`src/rtl/aid_pkg.sv`:
```
package aid_pkg;

  localparam int unsigned SampleW = 16;
  localparam int unsigned DevW    = 19;
  localparam int unsigned CfgW    = 19;
  localparam int unsigned NumAxes = 3;

  localparam logic [DevW-1:0] DevMax = '1;
  localparam logic [CfgW-1:0] ThresholdReset = CfgW'(2560);

  typedef enum logic [1:0] {
    AXIS_X    = 2'd0,
    AXIS_Y    = 2'd1,
    AXIS_Z    = 2'd2,
    AXIS_NONE = 2'd3
  } aid_axis_e;

  typedef enum logic {
    REG_THRESHOLD = 1'b0,
    REG_ENABLE    = 1'b1
  } aid_reg_e;

  typedef struct packed {
    logic signed [SampleW-1:0] sample_x;
    logic signed [SampleW-1:0] sample_y;
    logic signed [SampleW-1:0] sample_z;
  } aid_in_t;

  typedef struct packed {
    logic            warming;
    logic            impact;
    logic [DevW-1:0] peak_deviation;
    aid_axis_e       peak_axis;
  } aid_out_t;

  typedef struct packed {
    logic shift;
    logic clear;
    logic warming;
  } aid_lane_ctl_t;

endpackage

```
`src/rtl/accel_impact_detector.sv`:
```
// output: a result is registered and presented in the cycle after its sample request is taken
// throughput: one sample per cycle; the output register is refilled in the
// same cycle it is drained, so requests stall only while a result waits
// reset: window fill count cleared, last axis set to none, threshold 2560,
// detection enabled; window contents are not cleared
module accel_impact_detector import aid_pkg::*; #(
  parameter int unsigned WINDOW_LEN  = 5,
  parameter int unsigned SAMPLE_BITS = 16
) (
  input  logic            clk_i,
  input  logic            rst_ni,
  input  logic            in_valid_i,
  output logic            in_ready_o,
  input  aid_in_t         in_data_i,
  output logic            out_valid_o,
  input  logic            out_ready_i,
  output aid_out_t        out_data_o,
  input  logic            cfg_we_i,
  input  aid_reg_e        cfg_idx_i,
  input  logic [CfgW-1:0] cfg_data_i
);

  logic [CfgW-1:0] threshold_q;
  logic            enable_q;
  logic            out_valid_q, out_valid_d;
  aid_out_t        out_q;
  logic            step;
  aid_lane_ctl_t   ctl;
  aid_out_t        res;
  logic [DevW-1:0] dev [NumAxes];
  logic [SampleW-1:0] lane_sample [NumAxes];

  assign in_ready_o = !out_valid_q || out_ready_i;
  assign step       = in_valid_i && in_ready_o && enable_q;

  assign lane_sample[0] = in_data_i.sample_x;
  assign lane_sample[1] = in_data_i.sample_y;
  assign lane_sample[2] = in_data_i.sample_z;

  for (genvar a = 0; a < NumAxes; a++) begin : g_lane
    aid_lane #(
      .WINDOW_LEN  (WINDOW_LEN),
      .SAMPLE_BITS (SAMPLE_BITS)
    ) u_lane (
      .clk_i    (clk_i),
      .rst_ni   (rst_ni),
      .sample_i (lane_sample[a]),
      .ctl_i    (ctl),
      .dev_o    (dev[a])
    );
  end

  aid_merge #(
    .WINDOW_LEN (WINDOW_LEN)
  ) u_merge (
    .clk_i       (clk_i),
    .rst_ni      (rst_ni),
    .step_i      (step),
    .threshold_i (threshold_q),
    .dev_i       (dev),
    .ctl_o       (ctl),
    .res_o       (res)
  );

  always_ff @(posedge clk_i or negedge rst_ni) begin
    if (!rst_ni) begin
      threshold_q <= ThresholdReset;
      enable_q    <= 1'b1;
    end else if (cfg_we_i) begin
      unique case (cfg_idx_i)
        REG_THRESHOLD: threshold_q <= cfg_data_i;
        REG_ENABLE:    enable_q    <= cfg_data_i[0];
        default:       ;
      endcase
    end
  end

  always_comb begin
    out_valid_d = out_valid_q;
    if (step) begin
      out_valid_d = 1'b1;
    end else if (out_ready_i) begin
      out_valid_d = 1'b0;
    end
  end

  always_ff @(posedge clk_i or negedge rst_ni) begin
    if (!rst_ni) begin
      out_valid_q <= 1'b0;
    end else begin
      out_valid_q <= out_valid_d;
    end
  end

  always_ff @(posedge clk_i) begin
    if (step) begin
      out_q <= res;
    end
  end

  assign out_valid_o = out_valid_q;
  assign out_data_o  = out_q;

endmodule

```
`src/rtl/aid_lane.sv`:
```
module aid_lane import aid_pkg::*; #(
  parameter int unsigned WINDOW_LEN  = 5,
  parameter int unsigned SAMPLE_BITS = 16
) (
  input  logic                clk_i,
  input  logic                rst_ni,
  input  logic [SampleW-1:0]  sample_i,
  input  aid_lane_ctl_t       ctl_i,
  output logic [DevW-1:0]     dev_o
);

  localparam int unsigned SumW  = SAMPLE_BITS + $clog2(WINDOW_LEN) + 1;
  localparam int unsigned DiffW = SumW + 1;
  localparam int unsigned CmpW  = (DiffW > DevW) ? DiffW : DevW;

  logic signed [SAMPLE_BITS-1:0] s;
  logic signed [SAMPLE_BITS-1:0] win_q [WINDOW_LEN];
  logic signed [SumW-1:0]        sum_q, sum_d;
  logic signed [SumW-1:0]        oldest;
  logic signed [DiffW-1:0]       s_ext, scaled, diff;
  logic        [DiffW-1:0]       mag;

  assign s = sample_i[SAMPLE_BITS-1:0];

  // deviation of the new sample from the window mean, times the window length
  assign s_ext  = DiffW'(s);
  assign scaled = s_ext * $signed(DiffW'(WINDOW_LEN));
  assign diff   = scaled - DiffW'(sum_q);
  assign mag    = diff[DiffW-1] ? DiffW'(-diff) : DiffW'(diff);

  always_comb begin
    if (CmpW'(mag) > CmpW'(DevMax)) begin
      dev_o = DevMax;
    end else begin
      dev_o = DevW'(mag);
    end
  end

  // running window sum, oldest entry drops out once the window is full
  assign oldest = ctl_i.warming ? '0 : SumW'(win_q[0]);

  always_comb begin
    sum_d = sum_q;
    if (ctl_i.clear) begin
      sum_d = '0;
    end else if (ctl_i.shift) begin
      sum_d = sum_q + SumW'(s) - oldest;
    end
  end

  always_ff @(posedge clk_i or negedge rst_ni) begin
    if (!rst_ni) begin
      sum_q <= '0;
    end else begin
      sum_q <= sum_d;
    end
  end

  always_ff @(posedge clk_i) begin
    if (ctl_i.shift) begin
      for (int i = 0; i < WINDOW_LEN - 1; i++) begin
        win_q[i] <= win_q[i+1];
      end
      win_q[WINDOW_LEN-1] <= s;
    end
  end

endmodule

```
`src/rtl/aid_merge.sv`:
```
module aid_merge import aid_pkg::*; #(
  parameter int unsigned WINDOW_LEN = 5
) (
  input  logic             clk_i,
  input  logic             rst_ni,
  input  logic             step_i,
  input  logic [CfgW-1:0]  threshold_i,
  input  logic [DevW-1:0]  dev_i [NumAxes],
  output aid_lane_ctl_t    ctl_o,
  output aid_out_t         res_o
);

  localparam int unsigned FillW = $clog2(WINDOW_LEN + 1);

  logic [FillW-1:0] fill_q, fill_d;
  aid_axis_e        axis_q, axis_d;
  aid_axis_e        pick_axis;
  logic [DevW-1:0]  peak;
  logic             warming;
  logic             hit;

  assign warming = (fill_q != FillW'(WINDOW_LEN));

  // ties keep the earlier axis, zero peak keeps the previous axis
  always_comb begin
    peak      = '0;
    pick_axis = axis_q;
    if (dev_i[0] > peak) begin
      peak      = dev_i[0];
      pick_axis = AXIS_X;
    end
    if (dev_i[1] > peak) begin
      peak      = dev_i[1];
      pick_axis = AXIS_Y;
    end
    if (dev_i[2] > peak) begin
      peak      = dev_i[2];
      pick_axis = AXIS_Z;
    end
  end

  assign hit = !warming && (peak > threshold_i);

  assign ctl_o.warming = warming;
  assign ctl_o.shift   = step_i && !hit;
  assign ctl_o.clear   = step_i && hit;

  always_comb begin
    fill_d = fill_q;
    axis_d = axis_q;
    if (step_i) begin
      if (warming) begin
        fill_d = fill_q + FillW'(1);
      end else begin
        axis_d = pick_axis;
        if (hit) begin
          fill_d = '0;
        end
      end
    end
  end

  always_comb begin
    res_o.warming        = warming;
    res_o.impact         = hit;
    res_o.peak_deviation = warming ? '0 : peak;
    res_o.peak_axis      = warming ? axis_q : pick_axis;
  end

  always_ff @(posedge clk_i or negedge rst_ni) begin
    if (!rst_ni) begin
      fill_q <= '0;
      axis_q <= AXIS_NONE;
    end else begin
      fill_q <= fill_d;
      axis_q <= axis_d;
    end
  end

endmodule
```
`config.mk`:
```
export PLATFORM = sky130hd
export DESIGN_NAME = accel_impact_detector
export DESIGN_NICKNAME = d
export VERILOG_FILES = /design/src/rtl/aid_pkg.sv /design/src/rtl/accel_impact_detector.sv /design/src/rtl/aid_lane.sv /design/src/rtl/aid_merge.sv
export SDC_FILE = /design/constraint.sdc
export NUM_CORES = 1
export LEC_CHECK = 0
export BUFFER_PORTS_ARGS = -buffer_cell sky130_fd_sc_hd__buf_2
export CELL_PAD_IN_SITES_DETAIL_PLACEMENT = 2
export CELL_PAD_IN_SITES_GLOBAL_PLACEMENT = 2
export CORE_ASPECT_RATIO = 0.9
export CORE_UTILIZATION = 42
export DETAILED_ROUTE_END_ITERATION = 7
export PLACE_DENSITY_LB_ADDON = 0.1
export SYNTH_ARGS = -nofsm -noshare
export SYNTH_HDL_FRONTEND = slang
export SYNTH_SLANG_ARGS = --single-unit
export TNS_END_PERCENT = 50
```
`constraint.sdc`:
```
create_clock -name clk_i -period 19 [get_ports clk_i]
set_input_delay 5.7 -clock clk_i [delete_from_list [all_inputs] [get_ports clk_i]]
set_output_delay 5.7 -clock clk_i [all_outputs]
set_load 0.005 [all_outputs]
```
Word level (Yosys, flattened, before mapping)

Memory sizes are Yosys's and may differ from the RTL's.
Cells that the tools add are included.

Bits in registers: 109
Bits in latches: 0
Memory bits (writable): 240
Bits in read-only memories: 0
Input bits: 73
Output and inout port bits: 25
Logic and storage cells: 83
Memories kept: 3

Add/sub/neg operators: 13
Multiply operators: 3
Div/mod/pow operators: 0
Order comparisons: 7
Eq/ne operators: 1
Shift-type cells: 0
Muxes and demuxes: 28
Bitwise operators: 1
Reductions and logical operators: 15

Memories:

| name                   | words | width | read ports | clocked after memory_dff | write ports | line           | RTL |
|---|---|---|---|---|---|---|---|
| g_lane[0].u_lane.win_q | 5     | 16    | 5          | 0                        | 5           | aid_lane.sv:17 | `logic signed [SAMPLE_BITS-1:0] win_q [WINDOW_LEN];` |
| g_lane[1].u_lane.win_q | 5     | 16    | 5          | 0                        | 5           | aid_lane.sv:17 |  |
| g_lane[2].u_lane.win_q | 5     | 16    | 5          | 0                        | 5           | aid_lane.sv:17 |  |

Operator list:

| kind                  | number |
|---|---|
| $mux 20               | 9 |
| $mux 19               | 6 |
| $gt 21x19->1 const B  | 3 |
| $mux 21               | 3 |
| $neg 21->21           | 3 |
| $sub 20x20->21        | 3 |
| $add 20x16->20        | 3 |
| $mul 16x4->20 const B | 3 |
| $sub 20x20->20        | 3 |
| $gt 19x19->1          | 3 |
| $gt 19x1->1 const B   | 1 |
| $mux 2                | 4 |
| $mux 3                | 2 |
| $reduce_and 2->1      | 3 |
| $reduce_bool 2->1     | 3 |
| $logic_and 1x1->1     | 5 |
| $mux 1                | 4 |
| $add 3x1->3 const B   | 1 |
| $logic_not 1->1       | 3 |
| $ne 3x3->1 const B    | 1 |
| $logic_or 1x1->1      | 1 |
| $not 1->1             | 1 |

Depth between registers and ports, before layout

Word-level depth: 18
Mapped depth: 58
Mapped depth without buffers: 51

Modules after synthesis

From an unflattened synthesis, not the netlist that was laid out.

Cells, all modules: 2574
Area total of the unflattened synthesis: 26843.2 um2

Modules (own cells, without submodules):

| module                      | instances | cells each | area each (um2) | sequential area each (um2) |
|---|---|---|---|---|
| aid_lane (g_lane[2].u_lane) | 1         | 728        | 7573.5          | 2902.8 |
| aid_lane (g_lane[0].u_lane) | 1         | 719        | 7567.3          | 2902.8 |
| aid_lane (g_lane[1].u_lane) | 1         | 724        | 7538.5          | 2902.8 |
| aid_merge                   | 1         | 331        | 2612.5          | 127.6 |
| accel_impact_detector       | 1         | 72         | 1551.5          | 1219.9 |

Worst setup path after synthesis

OpenSTA, ideal clock, no wires.

Kind: input to register
From: input port in_data_i[36] (netlist bit)
To: register g_lane[0].u_lane.sum_q[19]
Setup time: 63 ps
Arrival: 20955 ps
Setup slack: -2019 ps
Stages on the path: 53
Path buffers: 5
Path through: ha_1 > ha_1 > inv_1 > fa_1 > inv_1 > ha_1 > or3_4 > and4bb_1 > a211oi_2 > mux2i_1 > a211oi_1 > or4_1 > or3_4 > a22o_1 > buf_2 > and2_1 > ha_1 > and3_1 > (+17 left out) > o21ba_2 > buf_2 > a222oi_1 > ha_1 > nor2b_1 > o21a_1 > o21a_1 > o21a_1 > o21a_1 > o211ai_1 > a21oi_1 > and2_1 > clkbuf_1 > nand2b_1 > clkbuf_1 > inv_1 > o211ai_1 > a21bo_2

RTL lines:

| element              | line                        | RTL |
|---|---|---|
| from (decl)          | accel_impact_detector.sv:14 | `input aid_in_t in_data_i,` |
| to (signal assigned) | aid_lane.sv:55              | `sum_q <= sum_d;` |
| to (decl)            | aid_lane.sv:18              | `logic signed [SumW-1:0] sum_q, sum_d;` |

==> impl_metrics.tcl <==
set metrics [dict create \
    outcome "finished, final reports clean" \
    crit_fanout 102 \
    dpl_cell_area_um2 27900 \
    cts_buffers 41 \
    postCtsHoldBufs 0 \
    die_w_um 266 \
    crit_top_cell "ha_1" \
    synth_seq_cells 349 \
    period_needed_ns 18.01 \
    grt_usage_pct 26.6 \
    r2r_slack_ns 5.76 \
    worst_slack_ns 0.991 \
    io_buffer_count 97 \
    worstPathRequired_ns 19.20 \
    ant_nets 0 \
    critPathArrivalTime_ns 18.21 \
    vias 20100 \
    setup_tns_ns 0 \
    synth_area_leaders "edfxtp_1 30%, ha_1 14%, fa_1 8.7%" \
    root_buffer "clkbuf_16" \
    die_h_um 240 \
    drtPass1Iterations 7 \
    ctsHtreeMaxLevel 2 \
    clkSinkCount 349 \
    final_nets 3198 \
    maxSlewViolCount 0 \
    insertion_delay_ns 0.58 \
    period_share_pct 94.8 \
    setup_viol 0 \
    setup.worst_path.end_class "flip-flop" \
    cp-start-kind "input pin" \
    num_rows 86 \
    synth_top_area_share_pct 30.0 \
    dr.first_iter.drc_count 1055 \
    synth_common_cells "461 x inv_1, 291 x ha_1, 263 x edfxtp_1" \
    clock.fmax_ghz 0.0555 \
    io_pins 98 \
    avgSynthCellArea_um2 10.0 \
    clk_pin_slew_ns 0.06 \
    grt_setup_unrepaired "no" \
    critical_path_class "in -> reg" \
    yosysTopAreaCell "edfxtp_1" \
    grt_pass1_vias 22700 \
    fillers 6495 \
    grt_pass1_wl_um 132000 \
    critical-path-max-stage-delay_ns 0.95 \
    post-route-drc-count 0 \
    synth_edf_count 263 \
    wl_um 83300 \
    antenna_found_initial 3 \
    antenna_cells 0 \
    post-place-ws_ns 0.617 \
    grt.overflow.total 0 \
    synthCells 2623 \
    dieArea_um2 63700 \
    relSlewSlack_pct 17.7 \
    synthDistinctLibCells 98 \
    dp_hpwl_um 62900 \
    hold_class "reg -> reg" \
    final_area_um2 29100 \
    vias_per_cell 5.60 \
    finalClockSkew_ns 0.0150 \
    ys.flop_type "edfxtp_1" \
    wl_per_cell_um 23.2 \
    cts_resized 0 \
    cts_setup_buffers 0 \
    cts_tree "built" \
    hold_violations 0 \
    yosysMostFrequentCell "inv_1" \
    worst_slew_pin_slew_ns 1.23 \
    ctsLongestPathBuffers 3 \
    drive_above_1_share_pct 8.40 \
    ys_seq_area_share_pct 38.2 \
    yosysWarnings 0 \
    async_flop_share_pct 24.6 \
    start_util_pct 42.8 \
    synthesis.area_um2 26300 \
    core_area_um2 61500 \
    syn2layout_area_growth_pct 10.7 \
    globalplace.congestion 0.877 \
    drv_cap 0 \
    slowest_stage "a222oi_1" \
    synth_nets 3101 \
    grt_max_degree 103 \
]
==> worst max-delay path, delay by kind of cell <==
family / cells / cell delay [ns]
adders and majority gates: 7 / 2.40
and+or+nand+nor: 18 / 3.06
buffers and inverters: 6 / 0.97
AOI/OAI and AO/OA: 16 / 4.90
xor gates and xnor gates: 1 / 0.89
==> state kept, by name, indices dropped and copies added (netlist names) <==
| signal | cells |
|---|---|
| u_merge.axis_q | 2 |
| u_merge.fill_q | 3 |
| enable_q | 1 |
| threshold_q | 19 |
| out_data_o | 23 |
| g_lane.u_lane.sum_q | 60 |
| g_lane.u_lane.win_q | 240 |
| out_valid_o | 1 |
==> worst paths after layout <==
path | startpoint | to | depth (start not counted)
setup / recovery | in_data_i[18] | g_lane[1].u_lane.win_q[0][3]$_DFFE_PP_ | 48
hold / removal | g_lane[1].u_lane.win_q[0][37]$_DFFE_PP_ | g_lane[1].u_lane.win_q[0][21]$_DFFE_PP_ | 0
setup reg to reg | g_lane[1].u_lane.sum_q[4]$_DFFE_PN0P_ | g_lane[1].u_lane.win_q[0][3]$_DFFE_PP_ | 48
hold reg to reg | g_lane[1].u_lane.win_q[0][37]$_DFFE_PP_ | g_lane[1].u_lane.win_q[0][21]$_DFFE_PP_ | 0
max in group asynchronous | rst_ni | g_lane[0].u_lane.sum_q[15]$_DFFE_PN0P_ | 2
min in group asynchronous | rst_ni | g_lane[1].u_lane.sum_q[13]$_DFFE_PN0P_ | 1
==> cell type report <==
type	instances	area, um^2	share of cell area (%)
Inverter	462	1740	5.97
Clock buffer	57	1150	3.94
Clock inverter	17	123	0.421
Multi-Input combinational cell	1753	14400	49.3
Tap cell	836	1050	3.59
Timing Repair Buffer	113	658	2.26
Sequential cell	349	10100	34.5
==> placed cells by master (no fill, tap or decap), drive strengths merged, types with 10 or more instances in the layout <==
cell and count:
o21bai 12, xnor2 72, a21o 48, or3 20, fa 114, o21ai 112, o31ai 18, nand2 185
nor2b 22, nor2 129, a211o 10, nand4 20, buf 113, clkbuf 57, o22ai 43, ha 291
or2 11, nor3 59, a211oi 30, a21oi 96, a31oi 19, nand2b 20, inv 463, and3 21
o41ai 10, a2111oi 12, o211ai 17, xor2 60, and2 77, dfrtp 81, edfxtp 263, o21a 41
nand3 40, clkinv 13
==> logic make-up after synthesis <==
group / Yosys count / synth area share [%]
AO/OA/AOI/OAI: 558 / 14.6
adder cells (fa/ha/maj): 405 / 22.5
flip-flops: 349 / 38.2
AND/OR/NAND/NOR: 647 / 12.4
multiplexers: 11 / 0.442
buffers and inverters: 521 / 7.46
XOR/XNOR: 132 / 4.39
==> through the flow <==
step	hold WS (ns)	util [%]	std cells
4_1_cts	0.416	47.3	3587
3_5_place_dp	0.405	45.3	3513
2_1_floorplan	0.400	-	2623
3_3_place_gp	0.400	45.3	3513
6_report	0.414	47.3	3587
5_1_grt	0.424	47.3	3587
==> per-layer routing <==
| metal | share of wire [%] | wire (um) | global-route usage (%) | up-vias |
|---|---|---|---|---|
| met1 | 46 | 38400 | 35.3 | 10400 |
| met3 | 2.7 | 2250 | 2.89 | 100 |
| li1 | - | - | - | 9359 |
| met4 | 1.8 | 1520 | 5.66 | 2 |
| met5 | 0.016 | 13 | 0 | - |
| met2 | 49 | 41100 | 46.7 | 277 |
Power is not shown: default switching activity piles up to over one toggle a cycle in this logic, so the estimate is an artifact.
